**src/rtl/tri_pkg.sv**
```systemverilog
// Shared types, codes and helpers for the triangle wave channel.
// No dependencies; imported by tri_timer, triangle_wave_channel and the bench files.
`timescale 1ns / 1ps

package tri_pkg;

  typedef enum logic [1:0] {
    FUNC_WRITE = 2'd0,
    FUNC_RUN   = 2'd1,
    FUNC_TICK  = 2'd2
  } func_e;

  localparam logic [1:0] RegCtrl     = 2'd0;
  localparam logic [1:0] RegSweep    = 2'd1;
  localparam logic [1:0] RegPeriodLo = 2'd2;
  localparam logic [1:0] RegPeriodHi = 2'd3;

  // Largest cycle count honored by one run item.
  localparam logic [7:0] MaxRun = 8'd255;

  typedef struct packed {
    logic       start;
    logic [7:0] cycles;
  } tmr_ctrl_t;

  typedef struct packed {
    logic busy;
    logic done;
    logic step_adv;
  } tmr_stat_t;

  // Signed sequencer output: 15,13,..,-15 then -15,..,15, zero when muted.
  function automatic logic signed [4:0] tri_sample(logic [4:0] step, logic [10:0] period);
    logic [4:0] two_s;
    logic [4:0] val;
    two_s = {step[3:0], 1'b0};
    if (period <= 11'd1) begin
      val = 5'd0;
    end else if (!step[4]) begin
      val = 5'd15 - two_s;
    end else begin
      val = two_s - 5'd15;
    end
    return $signed(val);
  endfunction

endpackage

```
**src/rtl/tri_timer.sv**
```systemverilog
// Down timer with one shared adder: subtracts the run length, then adds
// the reload value once per cycle while the timer is not positive.
// Depends on tri_pkg.
`timescale 1ns / 1ps

module tri_timer import tri_pkg::*; (
  input  logic        clk_i,
  input  logic        rst_ni,
  input  tmr_ctrl_t   ctrl_i,
  input  logic [11:0] reload_i,
  output tmr_stat_t   stat_o
);

  typedef enum logic [2:0] {
    T_IDLE = 3'b001,
    T_SUB  = 3'b010,
    T_ADD  = 3'b100
  } tstate_e;

  tstate_e            state_q, state_d;
  logic signed [12:0] timer_q, timer_d;
  logic [7:0]         cycles_q, cycles_d;
  logic [12:0]        opnd;
  logic [12:0]        sum;
  logic               is_sub;
  logic               nonpos;

  assign is_sub = (state_q == T_SUB);
  assign opnd   = is_sub ? ~{5'd0, cycles_q} : {1'b0, reload_i};
  assign sum    = timer_q + opnd + {12'd0, is_sub};
  assign nonpos = timer_q[12] || (timer_q == 13'sd0);

  always_comb begin
    state_d  = state_q;
    timer_d  = timer_q;
    cycles_d = cycles_q;
    stat_o   = '0;
    case (state_q)
      T_IDLE: begin
        if (ctrl_i.start) begin
          cycles_d = ctrl_i.cycles;
          state_d  = T_SUB;
        end
      end
      T_SUB: begin
        stat_o.busy = 1'b1;
        timer_d     = $signed(sum);
        state_d     = T_ADD;
      end
      T_ADD: begin
        stat_o.busy = 1'b1;
        if (nonpos) begin
          timer_d         = $signed(sum);
          stat_o.step_adv = 1'b1;
        end else begin
          stat_o.done = 1'b1;
          state_d     = T_IDLE;
        end
      end
      default: begin
        state_d = T_IDLE;
      end
    endcase
  end

  always_ff @(posedge clk_i or negedge rst_ni) begin
    if (!rst_ni) begin
      state_q  <= T_IDLE;
      timer_q  <= '0;
      cycles_q <= '0;
    end else begin
      state_q  <= state_d;
      timer_q  <= timer_d;
      cycles_q <= cycles_d;
    end
  end

`ifndef ASSERT_OFF
  a_done_range: assert property (@(posedge clk_i) disable iff (!rst_ni)
    stat_o.done |-> !timer_q[12] && timer_q != 13'sd0 && timer_q <= 13'sd2048)
    else $error("timer left its range at the end of a run");

  a_start_busy: assert property (@(posedge clk_i) disable iff (!rst_ni)
    ctrl_i.start && state_q == T_IDLE |=> stat_o.busy)
    else $error("timer did not start");

  a_sub_once: assert property (@(posedge clk_i) disable iff (!rst_ni)
    state_q == T_SUB |=> state_q == T_ADD)
    else $error("timer stayed in the subtract step");
`endif

endmodule

```
**src/rtl/triangle_wave_channel.sv**
```systemverilog
// Top level of the triangle wave channel: register file, linear counter,
// sequencer step and output register. Depends on tri_pkg and tri_timer.
// Channel  Handshake                Payload
// in       in_valid_i / in_stall_o  func_i reg_select_i write_data_i run_cycles_i
//                                   length_active_i
// out      out_valid_o / out_stall_i sample_o linear_nonzero_o
// Writes, ticks and unknown codes go from accept through S_DONE to the output register.
// A run item makes n timer reloads, where n is 0 to 256; the shared timer
// adder performs one reload per cycle.
// Reset clears all state but the sample and linear_nonzero output registers.
// A stalled output holds the block before it accepts the next item.
`timescale 1ns / 1ps

module triangle_wave_channel import tri_pkg::*; (
  input  logic              clk_i,
  input  logic              rst_ni,
  input  logic              in_valid_i,
  output logic              in_stall_o,
  input  logic [1:0]        func_i,
  input  logic [1:0]        reg_select_i,
  input  logic [7:0]        write_data_i,
  input  logic [7:0]        run_cycles_i,
  input  logic              length_active_i,
  output logic              out_valid_o,
  input  logic              out_stall_i,
  output logic signed [4:0] sample_o,
  output logic              linear_nonzero_o
);

  typedef enum logic [2:0] {
    S_IDLE = 3'b001,
    S_RUN  = 3'b010,
    S_DONE = 3'b100
  } state_e;

  state_e            state_q, state_d;
  logic              control_q, control_d;
  logic [6:0]        lin_reload_q, lin_reload_d;
  logic [10:0]       period_q, period_d;
  logic [4:0]        step_q, step_d;
  logic [6:0]        lin_cnt_q, lin_cnt_d;
  logic              reload_pend_q, reload_pend_d;
  logic              gate_q, gate_d;
  logic              out_valid_q, out_valid_d;
  logic signed [4:0] sample_q, sample_d;
  logic              lin_nz_q, lin_nz_d;
  logic              accept;
  logic [7:0]        cycles_eff;
  tmr_ctrl_t         tmr_ctrl;
  tmr_stat_t         tmr_stat;

  assign in_stall_o = (state_q != S_IDLE);
  assign accept     = in_valid_i && !in_stall_o;
  assign cycles_eff = (run_cycles_i > MaxRun) ? MaxRun : run_cycles_i;

  assign tmr_ctrl.start  = accept && (func_i == FUNC_RUN);
  assign tmr_ctrl.cycles = cycles_eff;

  tri_timer u_timer (
    .clk_i    (clk_i),
    .rst_ni   (rst_ni),
    .ctrl_i   (tmr_ctrl),
    .reload_i ({1'b0, period_q} + 12'd1),
    .stat_o   (tmr_stat)
  );

  always_comb begin
    state_d       = state_q;
    control_d     = control_q;
    lin_reload_d  = lin_reload_q;
    period_d      = period_q;
    step_d        = step_q;
    lin_cnt_d     = lin_cnt_q;
    reload_pend_d = reload_pend_q;
    gate_d        = gate_q;
    out_valid_d   = out_valid_q && out_stall_i;
    sample_d      = sample_q;
    lin_nz_d      = lin_nz_q;
    case (state_q)
      S_IDLE: begin
        if (accept) begin
          state_d = S_DONE;
          case (func_i)
            FUNC_WRITE: begin
              case (reg_select_i)
                RegCtrl: begin
                  control_d    = write_data_i[7];
                  lin_reload_d = write_data_i[6:0];
                end
                RegPeriodLo: begin
                  period_d[7:0] = write_data_i;
                end
                RegPeriodHi: begin
                  period_d[10:8] = write_data_i[2:0];
                  reload_pend_d  = 1'b1;
                end
                default: begin
                end
              endcase
            end
            FUNC_RUN: begin
              gate_d  = (lin_cnt_q != 7'd0) && length_active_i;
              state_d = S_RUN;
            end
            FUNC_TICK: begin
              if (reload_pend_q) begin
                lin_cnt_d = lin_reload_q;
              end else if (lin_cnt_q != 7'd0) begin
                lin_cnt_d = lin_cnt_q - 7'd1;
              end
              if (!control_q) begin
                reload_pend_d = 1'b0;
              end
            end
            default: begin
            end
          endcase
        end
      end
      S_RUN: begin
        if (tmr_stat.step_adv && gate_q) begin
          step_d = step_q + 5'd1;
        end
        if (tmr_stat.done) begin
          state_d = S_DONE;
        end
      end
      S_DONE: begin
        if (!out_valid_q || !out_stall_i) begin
          out_valid_d = 1'b1;
          sample_d    = tri_sample(step_q, period_q);
          lin_nz_d    = (lin_cnt_q != 7'd0);
          state_d     = S_IDLE;
        end
      end
      default: begin
        state_d = S_IDLE;
      end
    endcase
  end

  always_ff @(posedge clk_i or negedge rst_ni) begin
    if (!rst_ni) begin
      state_q       <= S_IDLE;
      control_q     <= 1'b0;
      lin_reload_q  <= '0;
      period_q      <= '0;
      step_q        <= '0;
      lin_cnt_q     <= '0;
      reload_pend_q <= 1'b0;
      gate_q        <= 1'b0;
      out_valid_q   <= 1'b0;
    end else begin
      state_q       <= state_d;
      control_q     <= control_d;
      lin_reload_q  <= lin_reload_d;
      period_q      <= period_d;
      step_q        <= step_d;
      lin_cnt_q     <= lin_cnt_d;
      reload_pend_q <= reload_pend_d;
      gate_q        <= gate_d;
      out_valid_q   <= out_valid_d;
    end
  end

  always_ff @(posedge clk_i) begin
    sample_q <= sample_d;
    lin_nz_q <= lin_nz_d;
  end

  assign out_valid_o      = out_valid_q;
  assign sample_o         = sample_q;
  assign linear_nonzero_o = lin_nz_q;

`ifndef ASSERT_OFF
  a_done_in_run: assert property (@(posedge clk_i) disable iff (!rst_ni)
    tmr_stat.done |-> state_q == S_RUN)
    else $error("timer finished outside a run item");

  a_busy_in_run: assert property (@(posedge clk_i) disable iff (!rst_ni)
    tmr_stat.busy |-> state_q == S_RUN)
    else $error("timer busy while the channel is not running");

  a_sample_odd: assert property (@(posedge clk_i) disable iff (!rst_ni)
    out_valid_o |-> sample_o == 5'sd0 || sample_o[0])
    else $error("sample is neither muted nor an odd level");

  a_step_frozen: assert property (@(posedge clk_i) disable iff (!rst_ni)
    state_q != S_RUN |=> $stable(step_q))
    else $error("sequencer stepped outside a run item");
`endif

endmodule

```
**config.mk**
```make
export PLATFORM = sky130hd
export DESIGN_NAME = triangle_wave_channel
export DESIGN_NICKNAME = d
export VERILOG_FILES = /design/src/rtl/tri_pkg.sv /design/src/rtl/tri_timer.sv /design/src/rtl/triangle_wave_channel.sv
export SDC_FILE = /design/constraint.sdc
export NUM_CORES = 1
export LEC_CHECK = 0
export BUFFER_PORTS_ARGS = -buffer_cell sky130_fd_sc_hd__clkbuf_2
export CAP_MARGIN = 20
export CORE_MARGIN = 2
export CORE_UTILIZATION = 64
export DETAILED_ROUTE_END_ITERATION = 16
export MAX_ROUTING_LAYER = met4
export PLACE_DENSITY = 0.95
export SYNTH_ARGS = -nofsm -noshare
export SYNTH_HDL_FRONTEND = slang
export SYNTH_SLANG_ARGS = --single-unit
```
**constraint.sdc**
```tcl
create_clock -name clk_i -period 5.3 [get_ports clk_i]
set_input_delay 0.53 -clock clk_i [delete_from_list [all_inputs] [get_ports clk_i]]
set_output_delay 0.53 -clock clk_i [all_outputs]
set_load 0.02 [all_outputs]
```
==> results of run 1 <==
metrics by stage:
stage | utilization | instance area, µm²
4_1_cts | 0.745 | 4130
3_3_place_gp | 0.706 | 3910
5_1_grt | 0.745 | 4130
3_5_place_dp | 0.706 | 3910
2_1_floorplan | - | 3690
6_report | 0.745 | 4130
area by class of cell:
class | count | area, µm² | share of cell area
Multi-Input combinational cell | 263 | 1900 | 0.460
Sequential cell | 67 | 1710 | 0.414
Inverter | 11 | 41.3 | 0.0100
Tap cell | 72 | 90.1 | 0.0218
Clock buffer | 10 | 128 | 0.0309
Clock inverter | 6 | 88.8 | 0.0215
Timing Repair Buffer | 34 | 175 | 0.0424
flip-flops by register name, indices dropped and copies added, names as in the netlist, 3 cells and up:
register,flops
lin_cnt_q,7
lin_reload_q,7
period_q,11
sample_o,5
state_q,3
step_q,5
u_timer.cycles_q,8
u_timer.state_q,3
u_timer.timer_q,13
cell families after synthesis:
family | synth area share
AO/OA/AOI/OAI | 0.115
XOR/XNOR | 0.0569
adder cells (fa/ha/maj) | 0.0651
buffers and inverters | 0.0230
flip-flops | 0.463
multiplexers | 0.111
AND/OR/NAND/NOR | 0.166
layer usage:
metal / vias up / share of wire / wire [µm] / global-route usage
met5: - / 0 / 0 / -
met4: 0 / 0.025 / 198 / 0.142
met3: 19 / 0.053 / 419 / 0.0633
met2: 110 / 0.50 / 3980 / 0.452
met1: 1408 / 0.42 / 3320 / 0.340
li1: 1345 / - / - / -
power groups by stage:
stage,Clock (W),Combinational (W),Sequential [W]
after global placement,0,0.000560,0.000796
after CTS,0.000474,0.000616,0.000804
after floorplan,0,0.000480,0.000754
final,0.000472,0.000623,0.000811
after detailed placement,0,0.000593,0.000809
after global routing,0.000498,0.000690,0.000827
cells in the final DEF (no fill, tap or decap), types with 9 or more instances in the layout:
master    Yosys  final
inv_1        11     11
clkbuf_8      0      9
nand2_1      27     27
nand3_1       9      9
nor2_1       35     35
xnor2_1      13     13
o21ai_0      29     28
xor2_1       11     11
clkbuf_2      0     32
a21oi_1      18     18
dfrtp_1      59     59
ha_1         16     16
mux2_2       24     24
critical path, cell delays in order, from the launching register on:
cell and delay [ps]:
dfrtp_1 390, or3b_2 660, inv_1 180, mux2i_1 110
fa_1 420, fa_1 450, a211oi_1 300, o21ai_0 240
a311oi_1 320, xnor2_1 110, mux2_2 270
how the worst max path moves through the flow:
stage                        from                  end  slack, ps  depth (start not counted)
6_report       u_timer.state_q[2]  u_timer.timer_q[10]       1730                         10
5_1_grt        u_timer.state_q[2]  u_timer.timer_q[10]       1490                         10
4_1_cts        u_timer.state_q[2]  u_timer.timer_q[10]       1770                         10
3_5_place_dp   u_timer.state_q[2]  u_timer.timer_q[10]       1810                         10
3_3_place_gp   u_timer.state_q[2]  u_timer.timer_q[10]       1950                         10
2_1_floorplan  u_timer.state_q[2]  u_timer.timer_q[10]       2090                         11
==> impl_metrics.json, run 1 <==
{
  "p_clk_frac": 0.248,
  "routed-via-count": 2882,
  "antenna_violations_before_repair": 0,
  "syn_avg_cell_area_um2": 10.5,
  "detailedRoute.firstPassIterationCount": 5,
  "drt_iter0_drc": 162,
  "setup_violations": 0,
  "grtUsageTotal": 0.283,
  "asyncSetResetFlopFracSynth": 0.910,
  "power.internal_w": 0.00122,
  "die_area_um2": 6390,
  "unrepaired_setup_endpoints_after_global_routing": "no",
  "insertion_delay_ps": 350,
  "slew-limit-headroom": 0.285,
  "cts_root_buf": "clkbuf_8",
  "synth_sequential_area_ratio": 0.463,
  "path_max_fanout": 21,
  "fp.coreArea_um2": 5540,
  "route.detailed.vias_per_inst": 6.22,
  "syn-instance-count": 350,
  "combinationalPowerShare": 0.327,
  "crit_required_ps": 5540,
  "floorplan.rows": 27,
  "dp_hpwl_um": 5330,
  "finalWorstPathRequiredPeriod_ps": 3570,
  "dpl_worst_slack_ps": 1810,
  "finalWeightedCongestion": 0.953,
  "critPathKind": "reg -> reg",
  "number_of_enable_flip_flop_cells_after_synthesis": 6,
  "antenna_left": 0,
  "post_cts_hold_buffer_count": 0,
  "finalSetupTns_ps": 0,
  "cts_buffer_depth": 2,
  "place.detailed.instances": 447,
  "yosys.cell_count.top_type": "dfrtp_1",
  "setup_ws_ps": 1730,
  "hold_path.class": "in -> async",
  "worst_flop_to_flop_path_startpoint": "u_timer.state_q[2]",
  "synth.top_cells.by_count": "59 x dfrtp_1, 35 x nor2_1, 29 x o21ai_0, 27 x nand2_1, 24 x mux2_2",
  "timing_worst_slew_pin_value_ps": 1060,
  "terminus_of_the_critical_flop_to_flop_path": "u_timer.timer_q[10]",
  "switchingPower_w": 0.000689,
  "setup.worst_path.end_class": "flip-flop",
  "nNetsFinal": 429,
  "power.density_cell_area_nw_per_um2": 461,
  "post_cts.resized_instances": 0,
  "yosys.area.top_type": "dfrtp_1",
  "flop2flop_setup_slack_ps": 1730,
  "grt_max_degree": 62,
  "port_buffers": 32,
  "synth_area_um2": 3690,
  "ir_worst_vdd_mv": 0.326,
  "timing_max_transition_violations_final": 0,
  "static-leakage-power_nw": 1.96,
  "clock_tree_from_tritoncts": "done",
  "fin_hold_ws_ps": 323,
  "count_of_state_elements_after_synthesis": 67,
  "fin_crit_sh": 0.673,
  "overflow": 0,
  "result_of_the_run": "finished clean",
  "drive_gt1_frac": 0.243,
  "final.setup_skew_ps": 10.9,
  "timing.final.hold_violations": 0,
  "p_seq_frac": 0.426,
  "syn2layout_area_growth_pct": 11.9,
  "clk_pin_slew_ps": 70,
  "critical_path_arrival_ps": 3800,
  "insertedDiodeCount": 0,
  "vias_in_the_first_global_route": 2856,
  "die_width_um": 80.0,
  "postSynth.topFlopCell": "dfrtp_1",
  "setup.worst_path.start_class": "flip-flop",
  "wl_um": 7920,
  "cts_setup_buffers": 0,
  "chipHeight_um": 80.0,
  "synth_top_area_share": 0.400,
  "route.detailed.drc": 0,
  "reg2reg_depth": 10,
  "cts.sinks": 67,
  "wl_per_cell_um": 17.1,
  "max_cap_viol_count": 0,
  "start_util": 0.666,
  "grt_pass1_wl_um": 13300,
  "ys.warnings.count": 0,
  "io_pins": 33,
  "cts_inserted_buffers": 9,
  "syn-num-nets": 393,
  "netlist-cell-type-count": 51,
  "finalPower_w": 0.00190,
  "fmax_mhz": 280,
  "yosys-top-cells-area": "dfrtp_1 40%, mux2_2 7.3%, ha_1 5.4%, edfxtp_1 4.9%, o21ai_0 3.9%",
  "sw_frac_of_total": 0.362,
  "final-instance-count-excl-fill": 463,
  "cts_htree_levels": 3,
  "num-fill-cells": 356
}
Note: power is estimated with default switching activity, not from simulation.
==> inputs of run 2 (changes only) <==
- CORE_UTILIZATION: 64 -> 60
- PLACE_DENSITY: 0.95 -> 0.9
- clock period: 5.3 -> 3.4 ns (I/O delays scaled with it)
==> run 2 against run 1 <==
Net effect:
- count of clock-buffer cells in the layout down 1
- combinational power grew 54%
- first-iteration DRC count rose by 33%
- worst hold slack got worse by 110 ps
- register-to-register slack worse by 1600 ps
- cell area rose by 1.0%
- cell count increased by 1.5%
- utilization fell by 4.1 points
- routed wire length is 1.2% lower
- clock power up 58%
- critical path type unchanged
- largest cell class unchanged
==> impl_metrics.json, run 2 (same netlist as run 1, synthesis figures left out) <==
{
  "final.setup_skew_ps": 13.2,
  "start_util": 0.624,
  "worst_flop_to_flop_path_startpoint": "u_timer.state_q[2]",
  "switchingPower_w": 0.00106,
  "reg2reg_depth": 10,
  "port_buffers": 32,
  "post_cts.resized_instances": 0,
  "slew-limit-headroom": 0.375,
  "power.internal_w": 0.00190,
  "vias_in_the_first_global_route": 2834,
  "fp.coreArea_um2": 5920,
  "max_cap_viol_count": 0,
  "cts_htree_levels": 3,
  "cts_setup_buffers": 0,
  "drive_gt1_frac": 0.251,
  "mostFrequentLayoutCell": "dfrtp_1",
  "finalSetupTns_ps": 0,
  "top_register": "u_timer.timer_q",
  "route.detailed.vias_per_inst": 6.13,
  "crit_required_ps": 3640,
  "detailedRoute.firstPassIterationCount": 4,
  "nNetsFinal": 433,
  "routed-via-count": 2880,
  "grt_max_degree": 51,
  "wl_per_cell_um": 16.7,
  "die_width_um": 82.4,
  "grt_pass1_wl_um": 13100,
  "antenna_left": 0,
  "insertion_delay_ps": 360,
  "unrepaired_setup_endpoints_after_global_routing": "no",
  "die_area_um2": 6800,
  "sw_frac_of_total": 0.358,
  "route.detailed.drc": 0,
  "drt_iter0_drc": 216,
  "setup.worst_path.end_class": "flip-flop",
  "finalWorstPathRequiredPeriod_ps": 3270,
  "critical_path_arrival_ps": 3500,
  "cts.sinks": 67,
  "timing.final.hold_violations": 0,
  "setup.worst_path.start_class": "flip-flop",
  "grtUsageTotal": 0.268,
  "timing_max_transition_violations_final": 0,
  "io_pins": 33,
  "post_cts_hold_buffer_count": 1,
  "combinationalPowerShare": 0.324,
  "dp_hpwl_um": 5490,
  "largest_reg_flops": 13,
  "path_max_fanout": 3,
  "flop2flop_setup_slack_ps": 130,
  "overflow": 0,
  "fmax_mhz": 306,
  "fin_crit_sh": 0.961,
  "chipHeight_um": 82.4,
  "hold_path.class": "in -> reg",
  "wl_um": 7830,
  "cts_root_buf": "clkbuf_8",
  "ir_worst_vdd_mv": 0.442,
  "dpl_worst_slack_ps": 183,
  "p_seq_frac": 0.425,
  "worstSetupStartpoint": "u_timer.state_q[2]",
  "power.density_cell_area_nw_per_um2": 709,
  "result_of_the_run": "finished clean",
  "static-leakage-power_nw": 1.98,
  "clk_pin_slew_ps": 70,
  "timing_worst_slew_pin_value_ps": 929,
  "p_clk_frac": 0.252,
  "cts_inserted_buffers": 9,
  "finalWeightedCongestion": 0.863,
  "clock_tree_from_tritoncts": "done",
  "final_cell_mix": "59 x dfrtp_1, 35 x nor2_1, 32 x clkbuf_2, 28 x o21ai_0, 27 x nand2_1",
  "critPathKind": "reg -> reg",
  "insertedDiodeCount": 0,
  "cts_buffer_depth": 2,
  "setup_ws_ps": 134,
  "antenna_violations_before_repair": 0,
  "syn2layout_area_growth_pct": 13.0,
  "terminus_of_the_critical_flop_to_flop_path": "u_timer.timer_q[10]",
  "largest_registers": "u_timer.timer_q: 13 flops, period_q: 11 flops, u_timer.cycles_q: 8 flops",
  "crit_path_end": "u_timer.timer_q[10]",
  "setup_violations": 0,
  "floorplan.rows": 28
}
## run 2: how the worst min path moves through the flow
stage	from	to	depth (start not counted)
2_1_floorplan	rst_ni	control_q	0
3_3_place_gp	rst_ni	u_timer.timer_q[5]	1
3_5_place_dp	rst_ni	u_timer.cycles_q[5]	1
4_1_cts	run_cycles_i[0]	u_timer.cycles_q[0]	2
5_1_grt	run_cycles_i[4]	u_timer.cycles_q[4]	2
6_report	run_cycles_i[0]	u_timer.cycles_q[0]	2
## run 2: area by class of cell
class | instances | area, µm²
flip-flops and latches | 67 | 1710
repair buffers | 38 | 208
multi-input cells | 263 | 1900
fillers | 425 | 1750
clock buffers | 9 | 124
inverters | 11 | 41.3
well taps | 75 | 93.8
clock inverters | 7 | 98.8
## run 2: metrics by stage
| stage | hold WS, ps | std cells | total power [W] | instance area [µm²] | utilization |
|---|---|---|---|---|---|
| 2_1_floorplan | 44.4 | 350 | 0.00192 | 3690 | - |
| 3_3_place_gp | 239 | 452 | 0.00211 | 3930 | 0.664 |
| 3_5_place_dp | 243 | 452 | 0.00218 | 3930 | 0.664 |
| 4_1_cts | 211 | 469 | 0.00295 | 4170 | 0.704 |
| 5_1_grt | 207 | 470 | 0.00314 | 4170 | 0.705 |
| 6_report | 214 | 470 | 0.00296 | 4170 | 0.705 |
## run 2: metal layers
metal	vias to the layer above	wire length, µm	global-route usage
li1	1345	-	-
met1	1434	3330	0.341
met2	80	3900	0.415
met3	21	364	0.0533
met4	0	231	0.123
met5	-	0	-
## run 2: power groups by stage
stage / Sequential [W] / Combinational (W) / Clock (W)
6_report: 0.00126 / 0.000958 / 0.000744
5_1_grt: 0.00128 / 0.00107 / 0.000788
4_1_cts: 0.00125 / 0.000948 / 0.000750
3_5_place_dp: 0.00126 / 0.000924 / 0
3_3_place_gp: 0.00124 / 0.000874 / 0
2_1_floorplan: 0.00118 / 0.000748 / 0
## run 2: worst max-delay path, stage by stage, from the launching register on
cell	delay, ps
dfrtp_1	390
or3b_2	480
inv_1	120
mux2i_1	110
fa_1	430
fa_1	440
a211oi_1	270
o21ai_0	220
a311oi_1	350
xnor2_1	100
mux2_2	260
==> inputs of run 3 (changes only) <==
- CORE_ASPECT_RATIO: unset -> 0.7
- clock period: 3.4 -> 3.17 ns (I/O delays scaled with it)
==> run 3 against run 2 <==
Net effect:
- clock power is 4.7% higher
- worst hold slack worse by 97 ps
- maximum frequency is 6.7% higher
- sequential share of layout area is 0.41 points lower
- first-iteration DRC count is 1.4% lower
- via count is 1.9% higher
- non-clock buffer count is 2 higher
- flip-flop and latch count stayed put
- critical endpoint unchanged
- worst setup slack worse by 26 ps
- utilization is 1.7 points higher
- power is 9.0% higher
==> impl_metrics.json, run 3 (same netlist as run 1, synthesis figures left out) <==
{
  "result_of_the_run": "finished clean",
  "cpPeakStageDelay_ps": 510,
  "cts_htree_levels": 3,
  "setup.worst_path.end_class": "flip-flop",
  "timing_worst_slew_pin_value_ps": 962,
  "overflow": 0,
  "top_register": "u_timer.timer_q",
  "dpl_worst_slack_ps": 31.8,
  "fmax_mhz": 327,
  "hold_path.class": "in -> async",
  "clk_pin_slew_ps": 80,
  "largest_reg_flops": 13,
  "fin_crit_sh": 0.966,
  "floorplan.rows": 23,
  "grtUsageTotal": 0.264,
  "fin_hold_ws_ps": 117,
  "detailedRoute.firstPassIterationCount": 5,
  "critPathBufInv": 1,
  "syn2layout_area_growth_pct": 14.2,
  "p_seq_frac": 0.422,
  "cts.sinks": 67,
  "cts_root_buf": "clkbuf_8",
  "route.detailed.vias_per_inst": 6.22,
  "port_buffers": 32,
  "io_pins": 33,
  "num-fill-cells": 421,
  "max_cap_viol_count": 0,
  "finalWorstPathRequiredPeriod_ps": 3060,
  "area.sequential_um2": 1710,
  "final_cell_mix": "58 x dfrtp_1, 35 x nor2_1, 32 x clkbuf_2, 27 x nand2_1, 27 x o21ai_0",
  "multiInputGateArea_um2": 1930,
  "unrepaired_setup_endpoints_after_global_routing": "yes",
  "post-route-cell-area_um2": 4220,
  "largest_registers": "u_timer.timer_q: 13 flops, period_q: 11 flops, u_timer.cycles_q: 8 flops",
  "switchingPower_w": 0.00116,
  "finalPower_w": 0.00322,
  "crit_required_ps": 3410,
  "cp_top_family": "adder cells",
  "start_util": 0.632,
  "antenna_left": 0,
  "dp_hpwl_um": 6060,
  "die_width_um": 97.8,
  "grt_pass1_wl_um": 13700,
  "wl_um": 8510,
  "combinationalPowerShare": 0.337,
  "grt_max_degree": 42,
  "critPathKind": "reg -> reg",
  "cts_inserted_buffers": 9,
  "antenna_violations_before_repair": 0,
  "cell_at_the_slowest_stage_of_the_critical_path": "or3b_2",
  "chipHeight_um": 69.6,
  "power.internal_w": 0.00206,
  "nNetsFinal": 435,
  "wl_per_cell_um": 18.0,
  "fp.coreArea_um2": 5840,
  "timing_max_transition_violations_final": 0,
  "path_cells": "or3b_2 -> inv_1 -> mux2i_1 -> fa_1 -> fa_2 -> a211oi_2 -> o21ai_1 -> a311oi_2 -> xnor2_1 -> mux2_2",
  "sw_frac_of_total": 0.361,
  "finalWeightedCongestion": 0.954,
  "routed-via-count": 2936,
  "power.density_cell_area_nw_per_um2": 764,
  "die_area_um2": 6810,
  "setup_violations": 0,
  "static-leakage-power_nw": 2.00,
  "dpl_cell_area_um2": 3950,
  "vias_in_the_first_global_route": 2916,
  "insertedDiodeCount": 0,
  "final.setup_skew_ps": 6.68,
  "drt_iter0_drc": 213,
  "drive_gt1_frac": 0.275,
  "timing.final.hold_violations": 0,
  "path_max_fanout": 3,
  "route.detailed.drc": 0,
  "p_clk_frac": 0.242,
  "mostFrequentLayoutCell": "dfrtp_1",
  "slew-limit-headroom": 0.353,
  "setup_ws_ps": 108,
  "critical_path_arrival_ps": 3300,
  "insertion_delay_ps": 350,
  "setup.worst_path.start_class": "flip-flop",
  "ir_worst_vdd_mv": 0.442,
  "clock_tree_from_tritoncts": "done",
  "cts_buffer_depth": 2
}
## run 3: cell count changes in the layout (fill, tap and decap cells not counted), sizes merged
cell / previous run / this run
clkinvlp: 1 / 0
inv: 13 / 12
clkinv: 2 / 4
buf: 4 / 8
clkbuf: 42 / 41
dlygate4sd3: 1 / 0
## run 3: metal layers
metal,track usage,vias to the layer above,share of wire
met3,0.0786,14,0.070
met4,0.0864,0,0.014
li1,-,1351,-
met2,0.411,128,0.48
met5,-,-,0
met1,0.336,1443,0.44
## run 3: repair_timing
item	4_1_cts	5_1_grt
hold buffers	0	0
buffers inserted	0	2
setup endpoints to repair	0	3
resized for setup	0	8
## run 3: layout make-up
type,instances,area share
inverters,11,0.00979
multi-input cells,263,0.458
repair buffers,40,0.0531
clock inverters,7,0.0217
flip-flops and latches,67,0.406
well taps,75,0.0222
clock buffers,9,0.0294
## run 3: per-stage QoR
step	util	std cells	setup TNS, ps
after floorplan	-	350	0
after global routing	0.722	472	-62.0
after global placement	0.677	454	0
final	0.722	472	0
after CTS	0.713	470	0
after detailed placement	0.677	454	0
## run 3: path summary, 6_finish.rpt
path | startpoint | to | slack, ps | depth (start not counted)
setup / recovery | u_timer.state_q[2] | u_timer.timer_q[10] | 110 | 10
hold / removal | rst_ni | u_timer.cycles_q[5] | 120 | 1
setup reg to reg | u_timer.state_q[2] | u_timer.timer_q[10] | 110 | 10
hold reg to reg | gate_q | gate_q | 500 | 2
max in group asynchronous | rst_ni | u_timer.state_q[0] | 2230 | 2
min in group clk_i | run_cycles_i[6] | u_timer.cycles_q[6] | 200 | 2
## run 3: power groups by stage
stage | Sequential (W) | Combinational [W] | Clock, W
after floorplan | 0.00126 | 0.000809 | 0
after global placement | 0.00133 | 0.000947 | 0
after detailed placement | 0.00135 | 0.00101 | 0
after CTS | 0.00134 | 0.00103 | 0.000787
after global routing | 0.00138 | 0.00120 | 0.000825
final | 0.00136 | 0.00109 | 0.000779
